**src/design/whc_pkg.sv**
```systemverilog
// Shared types and codes for the wheel hall rotation counter.
package whc_pkg;

  localparam int unsigned OUT_CNT_W = 16;
  localparam int unsigned NUM_CNT   = 6;

  // Item kind carried on tuser.
  localparam logic MODE_EVENT = 1'b0;
  localparam logic MODE_CLEAR = 1'b1;

  localparam logic WHEEL_LEFT  = 1'b0;
  localparam logic WHEEL_RIGHT = 1'b1;

  localparam logic SENSOR_TOP    = 1'b0;
  localparam logic SENSOR_BOTTOM = 1'b1;

  // Pin patterns, also used as sequence states.
  localparam logic [1:0] PAT_NONE   = 2'd0;
  localparam logic [1:0] PAT_BOTTOM = 2'd1;
  localparam logic [1:0] PAT_TOP    = 2'd2;
  localparam logic [1:0] PAT_BOTH   = 2'd3;

  localparam logic [1:0] SEQ_RESET = PAT_BOTTOM;

  // Flight phases that select a counter.
  localparam logic [5:0] PH_TAKEOFF = 6'd0;
  localparam logic [5:0] PH_MID_A   = 6'd2;
  localparam logic [5:0] PH_MID_B   = 6'd5;
  localparam logic [5:0] PH_LANDING = 6'd6;

  // Counter slots, output order: kind * 2 + wheel.
  localparam logic [2:0] CNT_TAKEOFF = 3'd0;
  localparam logic [2:0] CNT_MIDDLE  = 3'd2;
  localparam logic [2:0] CNT_LANDING = 3'd4;

  typedef struct packed {
    logic       mode;
    logic       wheel;
    logic       sensor;
    logic       active;
    logic [5:0] phase;
  } whc_item_t;

  typedef struct packed {
    logic                               stepped;
    logic [NUM_CNT-1:0][OUT_CNT_W-1:0] count;
  } whc_result_t;

  // Expected next pattern for a wheel in a given sequence state.
  function automatic logic [1:0] expected_next(input logic wheel, input logic [1:0] seq);
    logic [1:0] want;
    want = PAT_NONE;
    if (wheel == WHEEL_LEFT) begin
      case (seq)
        PAT_BOTTOM: want = PAT_BOTH;
        PAT_BOTH:   want = PAT_TOP;
        PAT_TOP:    want = PAT_BOTTOM;
        default:    want = PAT_NONE;
      endcase
    end else begin
      case (seq)
        PAT_BOTTOM: want = PAT_TOP;
        PAT_TOP:    want = PAT_BOTH;
        PAT_BOTH:   want = PAT_BOTTOM;
        default:    want = PAT_NONE;
      endcase
    end
    return want;
  endfunction

endpackage

```
**src/design/whc_in_stage.sv**
```systemverilog
// Input register stage: holds one accepted item until the core consumes it.
module whc_in_stage (
  input  logic               clk,
  input  logic               rst_n,
  input  logic               in_valid,
  input  whc_pkg::whc_item_t in_item,
  input  logic               advance,
  output logic               in_ready,
  output logic               s1_valid,
  output whc_pkg::whc_item_t s1_item
);
  import whc_pkg::*;

  logic      valid_r, valid_nxt;
  whc_item_t item_r;

  assign in_ready  = !valid_r || advance;
  assign valid_nxt = (in_valid && in_ready) ? 1'b1 : (advance ? 1'b0 : valid_r);

  always_ff @(posedge clk) begin
    if (!rst_n) begin
      valid_r <= 1'b0;
    end else begin
      valid_r <= valid_nxt;
    end
  end

  always_ff @(posedge clk) begin
    if (in_valid && in_ready) begin
      item_r <= in_item;
    end
  end

  assign s1_valid = valid_r;
  assign s1_item  = item_r;

endmodule

```
**src/design/whc_core.sv**
```systemverilog
// Wheel sequence state, sensor levels and step counters, updated once per item.
module whc_core #(
  parameter int unsigned COUNT_WIDTH = 16
) (
  input  logic                 clk,
  input  logic                 rst_n,
  input  logic                 fire,
  input  whc_pkg::whc_item_t   item,
  output whc_pkg::whc_result_t result
);
  import whc_pkg::*;

  logic [3:0]                              levels_r, levels_nxt;
  logic [1:0][1:0]                         seq_r, seq_nxt;
  logic [1:0][1:0]                         pat_r, pat_nxt;
  logic [NUM_CNT-1:0][COUNT_WIDTH-1:0]     cnt_r, cnt_nxt;

  logic [1:0] bit_idx, other_idx;
  logic [1:0] want;
  logic       stepped;
  logic       cnt_hit;
  logic [2:0] cnt_base;
  logic [2:0] cnt_idx;

  always_comb begin
    bit_idx   = {item.wheel, item.sensor};
    other_idx = {item.wheel, ~item.sensor};
    want      = expected_next(item.wheel, seq_r[item.wheel]);

    cnt_hit  = 1'b1;
    cnt_base = CNT_TAKEOFF;
    if (item.phase == PH_TAKEOFF) begin
      cnt_base = CNT_TAKEOFF;
    end else if (item.phase == PH_MID_A || item.phase == PH_MID_B) begin
      cnt_base = CNT_MIDDLE;
    end else if (item.phase == PH_LANDING) begin
      cnt_base = CNT_LANDING;
    end else begin
      cnt_hit = 1'b0;
    end
    cnt_idx = cnt_base + {2'b00, item.wheel};

    levels_nxt = levels_r;
    seq_nxt    = seq_r;
    pat_nxt    = pat_r;
    cnt_nxt    = cnt_r;
    stepped    = 1'b0;

    if (item.mode == MODE_CLEAR) begin
      cnt_nxt[CNT_TAKEOFF]      = '0;
      cnt_nxt[CNT_TAKEOFF + 3'd1] = '0;
      cnt_nxt[CNT_LANDING]      = '0;
      cnt_nxt[CNT_LANDING + 3'd1] = '0;
    end else if (item.active) begin
      levels_nxt[bit_idx] = 1'b1;
      if (levels_r[other_idx]) begin
        pat_nxt[item.wheel] = PAT_BOTH;
      end else begin
        pat_nxt[item.wheel] = (item.sensor == SENSOR_TOP) ? PAT_TOP : PAT_BOTTOM;
      end
    end else begin
      levels_nxt[bit_idx] = 1'b0;
      // both sensors clear: try to advance
      if (!levels_r[other_idx] && want != PAT_NONE && pat_r[item.wheel] == want) begin
        seq_nxt[item.wheel] = want;
        stepped             = 1'b1;
        for (int i = 0; i < NUM_CNT; i++) begin
          if (cnt_hit && cnt_idx == 3'(i)) begin
            cnt_nxt[i] = cnt_r[i] + COUNT_WIDTH'(1);
          end
        end
      end
    end

    result.stepped = stepped;
    for (int i = 0; i < NUM_CNT; i++) begin
      result.count[i] = OUT_CNT_W'(cnt_nxt[i]);
    end
  end

  always_ff @(posedge clk) begin
    if (!rst_n) begin
      levels_r <= '0;
      seq_r    <= {SEQ_RESET, SEQ_RESET};
      pat_r    <= {PAT_NONE, PAT_NONE};
      cnt_r    <= '0;
    end else if (fire) begin
      levels_r <= levels_nxt;
      seq_r    <= seq_nxt;
      pat_r    <= pat_nxt;
      cnt_r    <= cnt_nxt;
    end
  end

endmodule

```
**src/design/wheel_hall_rotation_counter.sv**
```systemverilog
// Top level: two-wheel hall sensor step counter with stream in and out.
// Path from input accept to result valid: input register, then result register.
// Throughput: one item per cycle unless the result stalls (out_tready low).
// A stalled result still lets one more item wait in the input register.
// Reset (rst_n low, synchronous): both stages empty, sequences at 1,
// patterns and levels cleared, all counters zero.
module wheel_hall_rotation_counter #(
  parameter int unsigned COUNT_WIDTH = 16
) (
  input  logic         clk,
  input  logic         rst_n,
  input  logic         in_tvalid,
  output logic         in_tready,
  input  logic [15:0]  in_tdata,   // [0] wheel, [1] sensor, [2] active, [8:3] phase, rest 0
  input  logic         in_tuser,   // [0] mode
  output logic         out_tvalid,
  input  logic         out_tready,
  output logic [103:0] out_tdata   // [15:0] left_takeoff_count, [31:16] right_takeoff_count,
                                   // [47:32] left_middle_count, [63:48] right_middle_count,
                                   // [79:64] left_landing_count, [95:80] right_landing_count,
                                   // [96] stepped, rest 0
);
  import whc_pkg::*;

  whc_item_t   in_item;
  whc_item_t   s1_item;
  logic        s1_valid;
  logic        advance;
  whc_result_t core_result;

  logic        out_valid_r, out_valid_nxt;
  whc_result_t out_result_r;

  // Unpack the stream payload.
  assign in_item.mode   = in_tuser;
  assign in_item.wheel  = in_tdata[0];
  assign in_item.sensor = in_tdata[1];
  assign in_item.active = in_tdata[2];
  assign in_item.phase  = in_tdata[8:3];

  // The held item moves into the result register when that register is
  // free or being drained this cycle; the core commits its state then.
  assign advance = s1_valid && (!out_valid_r || out_tready);

  whc_in_stage u_in_stage (
    .clk      (clk),
    .rst_n    (rst_n),
    .in_valid (in_tvalid),
    .in_item  (in_item),
    .advance  (advance),
    .in_ready (in_tready),
    .s1_valid (s1_valid),
    .s1_item  (s1_item)
  );

  whc_core #(
    .COUNT_WIDTH (COUNT_WIDTH)
  ) u_core (
    .clk    (clk),
    .rst_n  (rst_n),
    .fire   (advance),
    .item   (s1_item),
    .result (core_result)
  );

  // Result register.
  assign out_valid_nxt = advance ? 1'b1 : ((out_valid_r && out_tready) ? 1'b0 : out_valid_r);

  always_ff @(posedge clk) begin
    if (!rst_n) begin
      out_valid_r <= 1'b0;
    end else begin
      out_valid_r <= out_valid_nxt;
    end
  end

  always_ff @(posedge clk) begin
    if (advance) begin
      out_result_r <= core_result;
    end
  end

  assign out_tvalid = out_valid_r;
  assign out_tdata  = {7'b0, out_result_r.stepped,
                       out_result_r.count[5], out_result_r.count[4],
                       out_result_r.count[3], out_result_r.count[2],
                       out_result_r.count[1], out_result_r.count[0]};

endmodule

```
**config.mk**
```make
export PLATFORM = sky130hd
export DESIGN_NAME = wheel_hall_rotation_counter
export DESIGN_NICKNAME = d
export VERILOG_FILES = /design/src/design/whc_pkg.sv /design/src/design/whc_in_stage.sv /design/src/design/whc_core.sv /design/src/design/wheel_hall_rotation_counter.sv
export SDC_FILE = /design/constraint.sdc
export NUM_CORES = 1
export LEC_CHECK = 0
export BUFFER_PORTS_ARGS = -buffer_cell sky130_fd_sc_hd__buf_2
export CAP_MARGIN = 20
export CORE_MARGIN = 10
export CORE_UTILIZATION = 35
export DETAILED_ROUTE_END_ITERATION = 10
export SLEW_MARGIN = 20
export SYNTH_ARGS = -nofsm -noshare
export SYNTH_HDL_FRONTEND = slang
export SYNTH_SLANG_ARGS = --single-unit
```
**constraint.sdc**
```tcl
create_clock -name clk -period 4.7 [get_ports clk]
set_clock_uncertainty 0.2 [all_clocks]
set_input_delay 0.235 -clock clk [delete_from_list [all_inputs] [get_ports clk]]
set_output_delay 0.235 -clock clk [all_outputs]
set_load 0.02 [all_outputs]
```
After elaboration in Yosys (flattened, before gate mapping). Cells that the tools add are included.

Register bits after elaboration: 217. Bits of input ports: 21. Logic and storage cells: 124.

Equal/unequal tests: 12. Reductions and logical operators: 28. Bitwise gates (word level): 7. $lt $le $gt $ge: 5. Mux-type cells: 40. Add/sub/neg operators: 7.

Operators with widths (number): two-way mux 96 bit (2); adder 16 x 1 -> 16 bit (second input constant) (6); two-way mux 16 bit (6); two-way mux 32 bit (3); two-way mux 2 bit (7); logical AND 1 bit (13); equality test 6 x 3 -> 1 bit (second input constant) (2); one-hot mux 2 bit (3 select lines) (2); two-way mux 1 bit (10); two-way mux 3 bit (3); bitwise mux 4 bit (2); two-way mux 4 bit (2); bitwise OR 4 bit (2); equality test 3 x 2 -> 1 bit (second input constant) (2); equality test 3 bit (second input constant) (2); equality test 6 x 2 -> 1 bit (second input constant) (1); logical NOT 6 bit (1); less-than comparator 2 x 3 -> 1 bit (second input constant) (2); nonzero test 2 bit (3); AND 4 bit (1); equality test 2 bit (second input constant) (2); inverter 4 bit (1); AND reduction 4 bit (1); adder 3 x 1 -> 3 bit (1); other kinds (16) (22).

Logic depth before layout (Yosys ltp).
Word-level depth: 11. Depth in mapped cells: 8.

By module. A second synthesis with hierarchy kept.

Cell total of the unflattened synthesis: 1171. Area total of the unflattened synthesis: 11146.9 sq um.

Modules (own cells, without submodules): whc_core (area an instance 7772.5 sq um, cells an instance 1047, instances 1); wheel_hall_rotation_counter (area an instance 3016.6 sq um, cells an instance 109, instances 1); whc_in_stage (area an instance 357.8 sq um, cells an instance 15, instances 1).

Worst setup path before layout. No wires, ideal clock.

Path kind: register to register. Start: reg out_valid_r, in the netlist out_tvalid. End: reg u_core.cnt_r[45] (netlist bit). Stages on the path, launching flop included: 8. Arrival: 4.514 ns. Period minus slack after synthesis: 4.849 ns. Data required time: 4.366 ns. Setup slack: -0.149 ns. Setup time: 0.134 ns. Cell sequence: dfxtp_1 > nand2b_1 > nand2_1 > inv_1 > clkbuf_1 > nand4_1 > o311ai_1 > o41ai_1.

Word-level cells in the longest chain between the ends: 3.

Ends and longest elaborated chain: start: declaration (line wheel_hall_rotation_counter.sv:31) `logic out_valid_r, out_valid_nxt;`; start signal: assignment (line wheel_hall_rotation_counter.sv:73) `out_valid_r <= out_valid_nxt;`; logical NOT 1 bit (line wheel_hall_rotation_counter.sv:43) `assign advance = s1_valid && (!out_valid_r || out_tready);`; logical OR 1 bit (line wheel_hall_rotation_counter.sv:43); logical AND 1 bit (line wheel_hall_rotation_counter.sv:43); net advance (line wheel_hall_rotation_counter.sv:28) `logic advance;`; end signal: assignment (line whc_core.sv:91) `cnt_r <= cnt_nxt;`; end: declaration (line whc_core.sv:16) `logic [NUM_CNT-1:0][COUNT_WIDTH-1:0] cnt_r, cnt_nxt;`.

The timed path passes the listed nets, and every way through them passes these cells. A chain may end at the register's enable or synchronous reset.

==> results by group <==
Synthesis
  • Flops & latches, synth: 217
  • XOR/XNOR Fraction of Synth Area: 3.95%
  • Ys Warns: 0
  • Mean post-synth cell area: 9.26 um^2
  • Register area share after synthesis: 47.0%
  • Post-synthesis cell type count: 71
  • Area share of and/or/nand/nor cells after synthesis: 26.6%
  • Synthesized-area fraction occupied by adder cells: 0.651%
  • Synth Instances: 1,246
  • Multiplexer share of the synthesized area: 2.66%
  • Post-synth EDFFs: 107
  • Synthesized area: 0.0115 mm^2
  • Post-synth ARST share: 0%
  • Synth Area in Compound Gates: 14.9%
  • Top_reg_cell synth: dfxtp_1
  • Largest family of logic cells by synthesized area: simple AND/OR/NAND/NOR gates

Place
  • Post-Place Cells: 1,736
  • Setup Slack @ Placement: 1520 ps
  • I/O Buffers: 112
  • HPWL Detailed: 22,200 um
  • Gpl congestion: 0.866

Routing
  • Wire per inst: 18.5 um
  • Post-Route WL: 33,200 um
  • Vias per cell: 5.65
  • Vias: 10,130
  • DRT antenna net count: 0
  • Initial drt markers: 913
  • DRC violations left: 0
  • DRT Pass-1 Iters: 6

Timing
  • Final min period: 3280 ps
  • Final worst-path cycle share: 69.7%
  • FMAX: 0.305 GHz
  • Worst Max-Slew Pin Slew: 921 ps
  • Max-slew headroom: 38.6%
  • # setup viols final: 0
  • RSZ-0062 raised after global routing: no
  • Setup TNS: 0 ps
  • Min setup slack post-route: 1420 ps
  • Fin. max-slew vios: 0
  • Fin. Hold Viols: 0

Floorplan
  • Vert. Die Dim: 202 um
  • Die footprint: 0.0406 mm^2
  • Cell Rows: 66
  • Die Wd: 202 um
  • Starting Density: 35.4%
  • Core box area: 0.0325 mm^2
  • Io pins: 127

Finish
  • Final net count: 1,360
  • Layout area overhead: 16.3%
  • Finished Layout Cells: 1,793
  • Antenna cell count: 0
  • Ratio of cells with drive above 1 in the final layout: 15.1%

Min path
  • Worst min path class: input port to flop

Clock network
  • CTS tree: done
  • Setup bufs post-CTS: 0
  • Root Driver: clkbuf_16
  • Worst-path clk slew: 60 ps
  • CTS buffer count: 24
  • Clk_lat worst skew: 520 ps
  • H-tree Lvls: 1
  • Max Root-Sink Buffers: 3
  • Clock Sinks: 217

Global route
  • First-pass GRT wire length: 52,200 um
  • Largest net degree at the start of global routing: 77
  • Vias in the first global route: 9,305
  • GRT overflow: 0
  • Overall routing resource usage: 15.5%
  • Initial antenna violation count: 0

Critical path
  • Worst path slowest cell: a2111oi_0
  • Startpoint type of the worst setup path: flop
  • Crit path buffers/inverters: 1
  • Crit-path leading delay family: compound AO/OA/AOI/OAI gates
  • Worst path max stage delay: 670 ps
  • Setup crit end kind: flop
  • WS Path Type: flop to flop
  • Crit path required time: 4750 ps
  • Crit path max fanout: 25
  • Worst Path Arrival: 3330 ps
  • Worst-path cell chain: nor2b_1, a2111oi_0, a22oi_2, buf_4, nor3_1, mux2_1
  • FF-to-FF setup slack: 1420 ps

Pwr
  • LEAKAGE: 4.34 nW
  • PD cells: 314 mW/mm^2
  • Peak VDD IR: 217 uV

Run
  • Max-cap viol count: 0

Run status
  • Status: finished clean
[stage by stage]
step                cell area [um^2]  hold WS, ps  util [%]  total power, mW
global route                   13400          161      41.2             4.37
detailed placement             12500          214      38.3             2.35
global placement               12500          214      38.3             2.34
floorplan                      11600          134         -             2.25
CTS                            13400          125      41.2             4.26
finish                         13400          139      41.2             4.22
[logic make-up after synthesis]
logic type      after synthesis
buf+inv                     121
compound gates              269
mux                          30
xor+xnor                     52
fa+ha+maj                     6
other cells                   1
flops                       217
simple gates                550
[area by class of cell]
cell class	instances	area, um^2
multi-input cells	914	5660
fillers	3248	19100
repair buffers	151	886
well taps	442	553
clock buffers	35	724
clock inverters	9	82.6
inverters	25	96.3
flip-flops and latches	217	5420
[worst paths after layout]
kind,start,to,cells past startpoint
worst min-delay path,rst_n,u_core.cnt_r[71]$_SDFFE_PN0P_,3
worst min register to register,u_core.cnt_r[36]$_SDFFE_PN0P_,u_core.cnt_r[36]$_SDFFE_PN0P_,2
worst max-delay path,u_in_stage.s1_item[7]$_DFFE_PP_,out_tdata[7]$_DFFE_PP_,6
worst max register to register,u_in_stage.s1_item[7]$_DFFE_PP_,out_tdata[7]$_DFFE_PP_,6
[power breakdown]
part / switching [mW] / internal [mW]
logic: 0.201 / 0.0643
clock network: 0.777 / 1.13
registers: 0.0199 / 2.03
[flip-flops by register name, summed over array words and instances, names as in the netlist, named ones only]
| register | flops |
|---|---|
| u_core.cnt_r | 96 |
| out_tvalid | 1 |
| u_in_stage.s1_item | 10 |
| u_core.pat_r | 4 |
| out_tdata | 97 |
| u_in_stage.s1_valid | 1 |
| u_core.seq_r | 4 |
[cell usage in the layout (no fill, tap or decap), types with 5 or more instances in the layout]
cell,Yosys,layout
nand2_1,114,114
buf_2,4,112
dfxtp_1,110,110
edfxtp_1,107,107
a21oi_1,77,77
nand3_1,64,64
nor2_1,61,60
or3_1,56,56
o21ai_0,55,55
nor3_1,43,43
or4_1,43,43
nand4_1,37,37
xor2_1,33,33
nor4_1,28,28
clkbuf_16,0,26
buf_4,8,26
mux2i_1,25,25
o211ai_1,24,24
nand2b_1,23,23
inv_1,25,23
a31oi_1,22,22
xnor2_1,19,19
and3_1,17,17
o31ai_1,13,13
dlygate4sd3_1,0,13
o311ai_0,12,12
nor2b_1,9,9
o22ai_1,9,9
a41oi_1,8,8
nand3b_1,7,7
and2_1,7,7
o41ai_1,7,7
conb_1,1,7
or2_2,6,6
and4_1,6,6
o2111ai_1,6,6
ha_1,6,6
o21a_1,5,5
clkbuf_1,81,5
[repair_timing]
| action | CTS | global route |
|---|---|---|
| resized for setup | 0 | 0 |
| hold buffers | 13 | 0 |
| endpoints found under the hold margin | 12 | 0 |
[Yosys cell counts, types with 28 or more instances]
master	count	share of area, %
nor4_1	28	1.5
nand3_1	64	2.8
nor3_1	43	1.9
nand4_1	37	2.0
or4_1	43	2.8
o21ai_0	55	2.4
a21oi_1	77	3.3
dfxtp_1	110	19
edfxtp_1	107	28
clkbuf_1	81	2.6
nor2_1	61	2.0
nand2_1	114	3.7
or3_1	56	3.0
xor2_1	33	2.5
[tightest hold or removal path: stages]
cell,delay [ps]
buf_2,130
inv_2,240
a21oi_1,200
[routing by layer]
layer	GRT usage [%]	vias up	routed length, um
li1	-	4910	-
met1	22.3	4850	15800
met2	23.1	323	14400
met3	2.96	47	2190
met4	4.59	0	716
met5	0	-	0
No activity file was read; power rests on OpenSTA's default activity.
